<file path="src/rtl/pde_pkg.sv">
`timescale 1ns / 1ps
`default_nettype none

package pde_pkg;

    localparam int CoordWidth = 16;
    localparam int CfgIndexWidth = 2;
    localparam int CfgDataWidth = 16;
    localparam int QueueDepthDefault = 4;

    // Distances and radius are squared Q12.4 values, so Q24.8 in 32 bits.
    localparam int SquareWidth = 32;

    typedef enum logic [CfgIndexWidth-1:0] {
        REG_CENTER_X = 2'd0,
        REG_CENTER_Y = 2'd1,
        REG_RADIUS   = 2'd2
    } cfg_index_t;

    // Classified vertex passed from the front end to the back end.
    typedef struct packed {
        logic [CoordWidth-1:0] x;
        logic [CoordWidth-1:0] y;
        logic                  final_vertex;
        logic                  erased;
    } vertex_t;

    typedef struct packed {
        logic [CoordWidth-1:0] x;
        logic [CoordWidth-1:0] y;
        logic                  segment_end;
        logic                  batch_last;
    } result_t;

endpackage

`default_nettype wire

</file>
<file path="src/rtl/polyline_disc_eraser_core.sv">
`timescale 1ns / 1ps
`default_nettype none

// Polyline disc eraser. Vertices stream in on the in_valid/in_ready channel, one
// per cycle while in_ready is high, with final_vertex set on the last vertex of
// each polyline. Each vertex whose squared distance from (center_x, center_y) is
// at most radius squared is erased; the survivors are grouped into runs, runs of
// fewer than two vertices are dropped, and every vertex of a longer run leaves on
// the out channel with segment_end set on the run's last vertex and batch_last on
// the last result of each input vertex. A survivor is held back until the next
// vertex arrives, so results trail their vertex by one input. Throughput is one
// vertex per cycle unless stalled; a final vertex that closes a run yields two
// results and stalls the queue while the second waits. A result reaches the
// output register at the earliest once the vertex that causes it has passed the
// squares register and the queue. The queue (QUEUE_DEPTH entries) absorbs output
// stalls. Registers are written through cfg_write/cfg_index/cfg_data only while
// the block is idle; the user must keep to this, as the block does not enforce it.
module polyline_disc_eraser_core
    import pde_pkg::*;
#(
    parameter int QUEUE_DEPTH = QueueDepthDefault
)
(
    input  wire logic                     clk,
    input  wire logic                     rst_n,
    input  wire logic                     cfg_write,
    input  wire logic [CfgIndexWidth-1:0] cfg_index,
    input  wire logic [CfgDataWidth-1:0]  cfg_data,
    input  wire logic                     in_valid,
    output logic                          in_ready,
    input  wire logic [CoordWidth-1:0]    point_x,
    input  wire logic [CoordWidth-1:0]    point_y,
    input  wire logic                     final_vertex,
    output logic                          out_valid,
    input  wire logic                     out_ready,
    output logic [CoordWidth-1:0]         kept_x,
    output logic [CoordWidth-1:0]         kept_y,
    output logic                          segment_end,
    output logic                          batch_last
);

    logic    push_valid;
    logic    push_ready;
    vertex_t push_item;
    logic    pop_valid;
    logic    pop_ready;
    vertex_t pop_item;
    result_t out_result;

    pde_front u_front
    (
        .clk          (clk),
        .rst_n        (rst_n),
        .cfg_write    (cfg_write),
        .cfg_index    (cfg_index),
        .cfg_data     (cfg_data),
        .in_valid     (in_valid),
        .in_ready     (in_ready),
        .point_x      (point_x),
        .point_y      (point_y),
        .final_vertex (final_vertex),
        .push_valid   (push_valid),
        .push_ready   (push_ready),
        .push_item    (push_item)
    );

    pde_queue #(
        .DEPTH (QUEUE_DEPTH)
    ) u_queue
    (
        .clk        (clk),
        .rst_n      (rst_n),
        .push_valid (push_valid),
        .push_ready (push_ready),
        .push_item  (push_item),
        .pop_valid  (pop_valid),
        .pop_ready  (pop_ready),
        .pop_item   (pop_item)
    );

    pde_back u_back
    (
        .clk        (clk),
        .rst_n      (rst_n),
        .pop_valid  (pop_valid),
        .pop_ready  (pop_ready),
        .pop_item   (pop_item),
        .out_valid  (out_valid),
        .out_ready  (out_ready),
        .out_result (out_result)
    );

    assign kept_x      = out_result.x;
    assign kept_y      = out_result.y;
    assign segment_end = out_result.segment_end;
    assign batch_last  = out_result.batch_last;

endmodule

`default_nettype wire

</file>
<file path="src/rtl/pde_front.sv">
`timescale 1ns / 1ps
`default_nettype none

module pde_front
    import pde_pkg::*;
(
    input  wire logic                     clk,
    input  wire logic                     rst_n,
    input  wire logic                     cfg_write,
    input  wire logic [CfgIndexWidth-1:0] cfg_index,
    input  wire logic [CfgDataWidth-1:0]  cfg_data,
    input  wire logic                     in_valid,
    output logic                          in_ready,
    input  wire logic [CoordWidth-1:0]    point_x,
    input  wire logic [CoordWidth-1:0]    point_y,
    input  wire logic                     final_vertex,
    output logic                          push_valid,
    input  wire logic                     push_ready,
    output vertex_t                       push_item
);

    logic [CoordWidth-1:0]  center_x_reg;
    logic [CoordWidth-1:0]  center_y_reg;
    logic [CoordWidth-1:0]  radius_reg;

    logic                   stage_valid_reg;
    logic                   stage_valid_next;
    logic [CoordWidth-1:0]  px_reg;
    logic [CoordWidth-1:0]  py_reg;
    logic                   final_reg;
    logic [SquareWidth-1:0] dxsq_reg;
    logic [SquareWidth-1:0] dysq_reg;
    logic [SquareWidth-1:0] r2_reg;
    logic [SquareWidth-1:0] dxsq_next;
    logic [SquareWidth-1:0] dysq_next;
    logic [SquareWidth-1:0] r2_next;

    logic signed [CoordWidth:0]       dx;
    logic signed [CoordWidth:0]       dy;
    logic signed [2*CoordWidth+1:0]   dx_prod;
    logic signed [2*CoordWidth+1:0]   dy_prod;
    logic        [2*CoordWidth-1:0]   r_prod;
    logic        [SquareWidth:0]      dist_sum;
    logic                             accept;

    always_ff @(posedge clk or negedge rst_n)
    begin
        if (!rst_n)
        begin
            center_x_reg <= '0;
            center_y_reg <= '0;
            radius_reg   <= '0;
        end
        else if (cfg_write)
        begin
            case (cfg_index)
                REG_CENTER_X: center_x_reg <= cfg_data;
                REG_CENTER_Y: center_y_reg <= cfg_data;
                REG_RADIUS:   radius_reg   <= cfg_data;
                default:      ;
            endcase
        end
    end

    always_comb
    begin
        dx = $signed({center_x_reg[CoordWidth-1], center_x_reg})
           - $signed({point_x[CoordWidth-1], point_x});
        dy = $signed({center_y_reg[CoordWidth-1], center_y_reg})
           - $signed({point_y[CoordWidth-1], point_y});
        dx_prod = dx * dx;
        dy_prod = dy * dy;
        r_prod  = radius_reg * radius_reg;
        // Squares of a 17-bit difference fit in 32 unsigned bits.
        dxsq_next = dx_prod[SquareWidth-1:0];
        dysq_next = dy_prod[SquareWidth-1:0];
        r2_next   = r_prod[SquareWidth-1:0];
    end

    assign in_ready = !stage_valid_reg || push_ready;
    assign accept   = in_valid && in_ready;

    always_comb
    begin
        stage_valid_next = stage_valid_reg;
        if (accept)
        begin
            stage_valid_next = 1'b1;
        end
        else if (push_ready)
        begin
            stage_valid_next = 1'b0;
        end
    end

    always_ff @(posedge clk or negedge rst_n)
    begin
        if (!rst_n)
        begin
            stage_valid_reg <= 1'b0;
        end
        else
        begin
            stage_valid_reg <= stage_valid_next;
        end
    end

    always_ff @(posedge clk)
    begin
        if (accept)
        begin
            px_reg    <= point_x;
            py_reg    <= point_y;
            final_reg <= final_vertex;
            dxsq_reg  <= dxsq_next;
            dysq_reg  <= dysq_next;
            r2_reg    <= r2_next;
        end
    end

    assign dist_sum = {1'b0, dxsq_reg} + {1'b0, dysq_reg};

    assign push_valid             = stage_valid_reg;
    assign push_item.x            = px_reg;
    assign push_item.y            = py_reg;
    assign push_item.final_vertex = final_reg;
    assign push_item.erased       = dist_sum <= {1'b0, r2_reg};

endmodule

`default_nettype wire

</file>
<file path="src/rtl/pde_queue.sv">
`timescale 1ns / 1ps
`default_nettype none

module pde_queue
    import pde_pkg::*;
#(
    parameter int DEPTH = QueueDepthDefault
)
(
    input  wire logic    clk,
    input  wire logic    rst_n,
    input  wire logic    push_valid,
    output logic         push_ready,
    input  wire vertex_t push_item,
    output logic         pop_valid,
    input  wire logic    pop_ready,
    output vertex_t      pop_item
);

    localparam int PtrWidth   = (DEPTH > 1) ? $clog2(DEPTH) : 1;
    localparam int CountWidth = $clog2(DEPTH + 1);

    vertex_t                entry_reg [DEPTH];
    logic [PtrWidth-1:0]    wr_ptr_reg;
    logic [PtrWidth-1:0]    wr_ptr_next;
    logic [PtrWidth-1:0]    rd_ptr_reg;
    logic [PtrWidth-1:0]    rd_ptr_next;
    logic [CountWidth-1:0]  count_reg;
    logic [CountWidth-1:0]  count_next;
    logic                   do_push;
    logic                   do_pop;

    assign push_ready = count_reg != CountWidth'(DEPTH);
    assign pop_valid  = count_reg != '0;
    assign pop_item   = entry_reg[rd_ptr_reg];
    assign do_push    = push_valid && push_ready;
    assign do_pop     = pop_valid && pop_ready;

    always_comb
    begin
        wr_ptr_next = wr_ptr_reg;
        rd_ptr_next = rd_ptr_reg;
        count_next  = count_reg;
        if (do_push)
        begin
            wr_ptr_next = (wr_ptr_reg == PtrWidth'(DEPTH - 1)) ? '0 : wr_ptr_reg + 1'b1;
        end
        if (do_pop)
        begin
            rd_ptr_next = (rd_ptr_reg == PtrWidth'(DEPTH - 1)) ? '0 : rd_ptr_reg + 1'b1;
        end
        if (do_push && !do_pop)
        begin
            count_next = count_reg + 1'b1;
        end
        else if (do_pop && !do_push)
        begin
            count_next = count_reg - 1'b1;
        end
    end

    always_ff @(posedge clk or negedge rst_n)
    begin
        if (!rst_n)
        begin
            wr_ptr_reg <= '0;
            rd_ptr_reg <= '0;
            count_reg  <= '0;
        end
        else
        begin
            wr_ptr_reg <= wr_ptr_next;
            rd_ptr_reg <= rd_ptr_next;
            count_reg  <= count_next;
        end
    end

    always_ff @(posedge clk)
    begin
        if (do_push)
        begin
            entry_reg[wr_ptr_reg] <= push_item;
        end
    end

endmodule

`default_nettype wire

</file>
<file path="src/rtl/pde_back.sv">
`timescale 1ns / 1ps
`default_nettype none

module pde_back
    import pde_pkg::*;
(
    input  wire logic    clk,
    input  wire logic    rst_n,
    input  wire logic    pop_valid,
    output logic         pop_ready,
    input  wire vertex_t pop_item,
    output logic         out_valid,
    input  wire logic    out_ready,
    output result_t      out_result
);

    logic [CoordWidth-1:0] held_x_reg;
    logic [CoordWidth-1:0] held_y_reg;
    logic [1:0]            run_len_reg;
    logic [CoordWidth-1:0] held_x_next;
    logic [CoordWidth-1:0] held_y_next;
    logic [1:0]            run_len_next;

    logic                  out_valid_reg;
    logic                  out_valid_next;
    result_t               out_reg;
    result_t               out_next;
    logic                  pend_valid_reg;
    logic                  pend_valid_next;
    result_t               pend_reg;
    result_t               pend_next;

    logic                  slot_free;
    logic                  do_pop;
    logic                  first_hit;
    logic                  second_hit;
    logic [1:0]            run_after;

    assign slot_free = !out_valid_reg || out_ready;
    assign pop_ready = slot_free && !pend_valid_reg;
    assign do_pop    = pop_valid && pop_ready;

    always_comb
    begin
        held_x_next     = held_x_reg;
        held_y_next     = held_y_reg;
        run_len_next    = run_len_reg;
        out_valid_next  = out_valid_reg && !out_ready;
        out_next        = out_reg;
        pend_valid_next = pend_valid_reg;
        pend_next       = pend_reg;
        first_hit       = 1'b0;
        second_hit      = 1'b0;
        run_after       = run_len_reg;

        if (pend_valid_reg && slot_free)
        begin
            out_valid_next  = 1'b1;
            out_next        = pend_reg;
            pend_valid_next = 1'b0;
        end
        else if (do_pop)
        begin
            out_next.x           = held_x_reg;
            out_next.y           = held_y_reg;
            out_next.segment_end = pop_item.erased;
            if (pop_item.erased)
            begin
                // Held vertex closes a run only if the run has two or more.
                first_hit = run_len_reg == 2'd2;
                run_after = 2'd0;
            end
            else
            begin
                first_hit   = run_len_reg != 2'd0;
                run_after   = (run_len_reg == 2'd2) ? 2'd2 : run_len_reg + 1'b1;
                held_x_next = pop_item.x;
                held_y_next = pop_item.y;
            end

            second_hit = pop_item.final_vertex && run_after == 2'd2;
            out_next.batch_last = !second_hit;
            out_valid_next      = first_hit;

            pend_valid_next       = second_hit;
            pend_next.x           = held_x_next;
            pend_next.y           = held_y_next;
            pend_next.segment_end = 1'b1;
            pend_next.batch_last  = 1'b1;

            run_len_next = run_after;
            if (pop_item.final_vertex)
            begin
                run_len_next = 2'd0;
                held_x_next  = '0;
                held_y_next  = '0;
            end
        end
    end

    always_ff @(posedge clk or negedge rst_n)
    begin
        if (!rst_n)
        begin
            held_x_reg     <= '0;
            held_y_reg     <= '0;
            run_len_reg    <= 2'd0;
            out_valid_reg  <= 1'b0;
            pend_valid_reg <= 1'b0;
        end
        else
        begin
            held_x_reg     <= held_x_next;
            held_y_reg     <= held_y_next;
            run_len_reg    <= run_len_next;
            out_valid_reg  <= out_valid_next;
            pend_valid_reg <= pend_valid_next;
        end
    end

    always_ff @(posedge clk)
    begin
        out_reg  <= out_next;
        pend_reg <= pend_next;
    end

    assign out_valid  = out_valid_reg;
    assign out_result = out_reg;

endmodule

`default_nettype wire

</file>
<file path="config.mk">
export PLATFORM = sky130hd
export DESIGN_NAME = polyline_disc_eraser_core
export DESIGN_NICKNAME = d
export VERILOG_FILES = /design/src/rtl/pde_pkg.sv /design/src/rtl/polyline_disc_eraser_core.sv /design/src/rtl/pde_front.sv /design/src/rtl/pde_queue.sv /design/src/rtl/pde_back.sv
export SDC_FILE = /design/constraint.sdc
export NUM_CORES = 2
export LEC_CHECK = 0
export ABC_AREA = 1
export BUFFER_PORTS_ARGS = -buffer_cell sky130_fd_sc_hd__buf_2
export CAP_MARGIN = 10
export CORE_UTILIZATION = 65
export DETAILED_ROUTE_END_ITERATION = 6
export PLACE_DENSITY = 0.82
export SETUP_SLACK_MARGIN = 0.4
export SKIP_CTS_REPAIR_TIMING = 1
export SYNTH_ARGS = -nofsm -noshare
export SYNTH_HDL_FRONTEND = slang
export SYNTH_SLANG_ARGS = --single-unit
</file>
<file path="constraint.sdc">
create_clock -name clk -period 7.7 [get_ports clk]
set_input_delay 0.77 -clock clk [delete_from_list [all_inputs] [get_ports clk]]
set_output_delay 0.77 -clock clk [all_outputs]
set_load 0.1 [all_outputs]
</file>
==> impl_table.tex <==
\begin{tabular}{lr}
\hline
Metric & Value \\
\hline
\multicolumn{2}{l}{\textbf{Timing}} \\
Total setup violations reported at the end of the flow & 0 \\
Relative slew slack & about 22\% \\
Final count of hold timing violations & 0 \\
Worst clock skew & around 0.056 ns \\
Aggregate negative setup slack & 0 ns \\
Slew at the pin with the worst max-slew slack & 1.17 ns \\
Highest clock frequency the design can meet & approximately 0.14 GHz \\
Final-report max-slew violation count & 0 \\
Post-route clock period utilization & 95.3\% \\
Worst Hold Slack & around 0.17 ns \\
Crit path time final & 7.34 ns \\
Setup repair after global routing missed its margin & yes \\
\multicolumn{2}{l}{\textbf{Synthesis}} \\
Number of synthesized flops with an enable pin & 328 \\
Mean cell area of the mapped netlist & between 9 and 10 um\^{}2 \\
Count of cell types in the netlist & 58 \\
Share of synthesized area occupied by flip-flops and latches & 26.6\% \\
Total standard cell area after synthesis & 45700 um\^{}2 \\
Top FF cell, synth & sky130\_fd\_sc\_hd\_\_edfxtp\_1 \\
Yosys Warn Count & 0 \\
Synthesized instance count & between 4000 and 5000 \\
Async set-or-reset flop fraction in the synthesized netlist & 21.9\% \\
Total nets after synthesis & 6003 \\
Register bit count reported by yosys & 420 \\
\multicolumn{2}{l}{\textbf{Die}} \\
Number of placement rows & 96 \\
Starting density of the core & 66.1\% \\
DIE AREA & 71300 um\^{}2 \\
Die boundary width & 267 um \\
Height of the die & roughly 270 um \\
Floorplan Core Area & 69100 um\^{}2 \\
Count of pins on the block boundary & 92 \\
\multicolumn{2}{l}{\textbf{Status}} \\
Result of the run & finished, final reports clean \\
\multicolumn{2}{l}{\textbf{Clocking}} \\
Clk buf depth & 3 \\
Cts bufs inserted & 43 \\
Clock sink count & 420 \\
CTS root buffer & sky130\_fd\_sc\_hd\_\_clkbuf\_16 \\
Clock slew at the register clock pins of the worst setup and hold paths & 0.07 ns \\
CTS tree & yes \\
Worst-Skew Late Latency & 0.62 ns \\
Level count of the clock H-tree & 2 \\
\multicolumn{2}{l}{\textbf{Critical path}} \\
Worst Setup Path Type & reg -> reg \\
Worst endpoint data arrival time & 7.67 ns \\
Reg2Reg Launch Point & u\_front.center\_y\_reg[0] \\
Data required time at the worst endpoint & 8.03 ns \\
Startpoint class of the critical path & register \\
Worst setup startpoint & u\_front.center\_y\_reg[0] \\
Total stage count of the critical path & 31 \\
Setup crit end & u\_front.dysq\_reg[27] \\
Total buffers and inverters traversed by the critical path & 7 \\
Library cell contributing the largest single delay on the critical path & sky130\_fd\_sc\_hd\_\_fa\_2 \\
CP dominant cell by count & sky130\_fd\_sc\_hd\_\_fa\_1 \\
Worst Setup End Kind & register \\
R2R setup slack & about 0.36 ns \\
RR Endpoint & u\_front.dysq\_reg[27] \\
Maximum net fanout on the critical path & 14 \\
Worst reg-to-reg path cell count & 31 \\
Largest stage delay, worst path & 0.62 ns \\
Top delay family on crit path & adder cells \\
\multicolumn{2}{l}{\textbf{Global routing}} \\
Global routing met2 resource utilization & 56.3\% \\
Global routing usage summed across all routing layers & between 30\% and 40\% \\
Routing layer with the top usage in global route & met2 \\
Vias in the first global route & about 36000 \\
Global-route track usage on met3 & 4.81\% \\
Largest net degree at the start of global routing & 74 \\
Total global routing overflow & 0 \\
Global-route met1 utilization & 43.3\% \\
Number of antenna violations at the first check in global routing & 3 \\
Wire length of the first global-routing pass & about 180000 um \\
\multicolumn{2}{l}{\textbf{Place}} \\
Port Buffers & 91 \\
HPWL Detailed & 91200 um \\
Placed cell count & 6115 \\
Routability cong. & 0.980 \\
\multicolumn{2}{l}{\textbf{Route}} \\
Remaining design rule violation count & 0 \\
Vias after detailed routing & 34671 \\
First-iteration detailed-routing DRC count & 3178 \\
Routed length per instance & 19.0 um \\
Number of iterations in the first detailed-routing pass & 6 \\
DRT antenna net count & 0 \\
WL final & roughly 120000 um \\
Post-DR vias/cell & $\sim$5.6 \\
\multicolumn{2}{l}{\textbf{Finish}} \\
Share of final-layout standard cells stronger than drive strength 1 & 14.9\% \\
Nets@finish & between 6000 and 7000 \\
Layout overhead on the synthesized area & 13.8\% \\
Flip-flop count of the largest register, all copies and words added & 136 \\
Most common cell after layout, fill and taps aside & sky130\_fd\_sc\_hd\_\_inv\_1 \\
Number of standard cells in the final layout excluding fillers & roughly 6200 \\
Layout fillers & 4361 \\
Commonest cells after routing, fill and taps aside & sky130\_fd\_sc\_hd\_\_inv\_1 (1205), sky130\_fd\_sc\_hd\_\_nand2\_1 (688), sky130\_fd\_sc\_hd\_\_fa\_1 (663) \\
\multicolumn{2}{l}{\textbf{Worst hold path}} \\
Path category of the worst min-delay check & in -> async \\
\multicolumn{2}{l}{\textbf{Run}} \\
Maximum capacitance violations & 0 \\
\hline
\end{tabular}
-- logic make-up (layout without fill, tap and decap cells) --
family | Yosys count | count (layout) | share of synthesized area, %
other | 0 | 5 | 0
AO/OA/AOI/OAI | 581 | 581 | 7.11
flip-flops | 420 | 420 | 26.6
AND/OR/NAND/NOR | 1327 | 1327 | 11.8
multiplexers | 1 | 1 | 0.0246
XOR/XNOR | 155 | 155 | 3.14
buffers and inverters | 1379 | 1760 | 11.5
adder cells (fa/ha/maj) | 1042 | 1042 | 39.8
-- area by class of cell --
cell class	count	area, um^2	share of cell area (%)
clock buffer	54	1160	2.23
multi-input combinational	3106	29400	56.5
inverter	1254	4730	9.10
sequential	420	12200	23.4
tap	931	1160	2.24
timing repair buffer	427	3140	6.03
antenna	5	12.5	0.0241
clock inverter	25	274	0.527
-- per-stage QoR --
stage	setup slack, ns	util, %	instance area (um^2)
after global placement	-0.227	71.3	49200
after global routing	0.0903	75.3	52000
after floorplan	0.400	-	45700
after detailed placement	-0.229	71.3	49200
final	0.362	75.3	52000
after CTS	0.171	73.3	50600
-- cells in the mapped netlist, types with 22 or more instances --
library cell | number | share of area [%]
sky130_fd_sc_hd__nand4_1 | 27 | 0.37
sky130_fd_sc_hd__a21oi_1 | 199 | 2.2
sky130_fd_sc_hd__nor2_1 | 414 | 3.4
sky130_fd_sc_hd__dfrtp_1 | 92 | 5.0
sky130_fd_sc_hd__fa_1 | 683 | 30
sky130_fd_sc_hd__o21ai_0 | 224 | 2.5
sky130_fd_sc_hd__o22ai_1 | 34 | 0.47
sky130_fd_sc_hd__ha_1 | 359 | 9.8
sky130_fd_sc_hd__nand3_1 | 72 | 0.79
sky130_fd_sc_hd__xnor2_1 | 66 | 1.3
sky130_fd_sc_hd__buf_2 | 22 | 0.24
sky130_fd_sc_hd__nand2_1 | 719 | 5.9
sky130_fd_sc_hd__clkbuf_1 | 86 | 0.71
sky130_fd_sc_hd__edfxtp_1 | 328 | 22
sky130_fd_sc_hd__o21ai_1 | 27 | 0.30
sky130_fd_sc_hd__xor2_1 | 83 | 1.6
sky130_fd_sc_hd__inv_1 | 1236 | 10
sky130_fd_sc_hd__nand2_2 | 22 | 0.30
-- how the worst min path moves through the flow --
| stage | startpoint | end | slack, ns | cells past startpoint |
|---|---|---|---|---|
| after global routing | rst_n | u_back.held_x_reg[6] | 0.20 | 1 |
| final | rst_n | u_back.held_x_reg[6] | 0.17 | 1 |
| after detailed placement | u_front.py_reg[5] | u_queue.entry_reg[2][7] | 0.48 | 0 |
| after global placement | u_front.center_x_reg[0] | u_front.center_x_reg[0] | 0.47 | 2 |
| after floorplan | u_front.radius_reg[0] | u_front.r2_reg[0] | 0.42 | 0 |
| after CTS | rst_n | u_back.held_x_reg[6] | 0.16 | 1 |
-- per-layer routing --
| metal | up-vias | part of all wire, % | wire, um |
|---|---|---|---|
| met4 | 2 | 5.5 | 6490 |
| met1 | 16895 | 38 | 44700 |
| met3 | 449 | 7.6 | 9030 |
| met2 | 1647 | 49 | 57800 |
| met5 | - | 0.011 | 13 |
| li1 | 15678 | - | - |
Power is not shown: default switching activity piles up to over one toggle a cycle in this logic, so the estimate is an artifact.
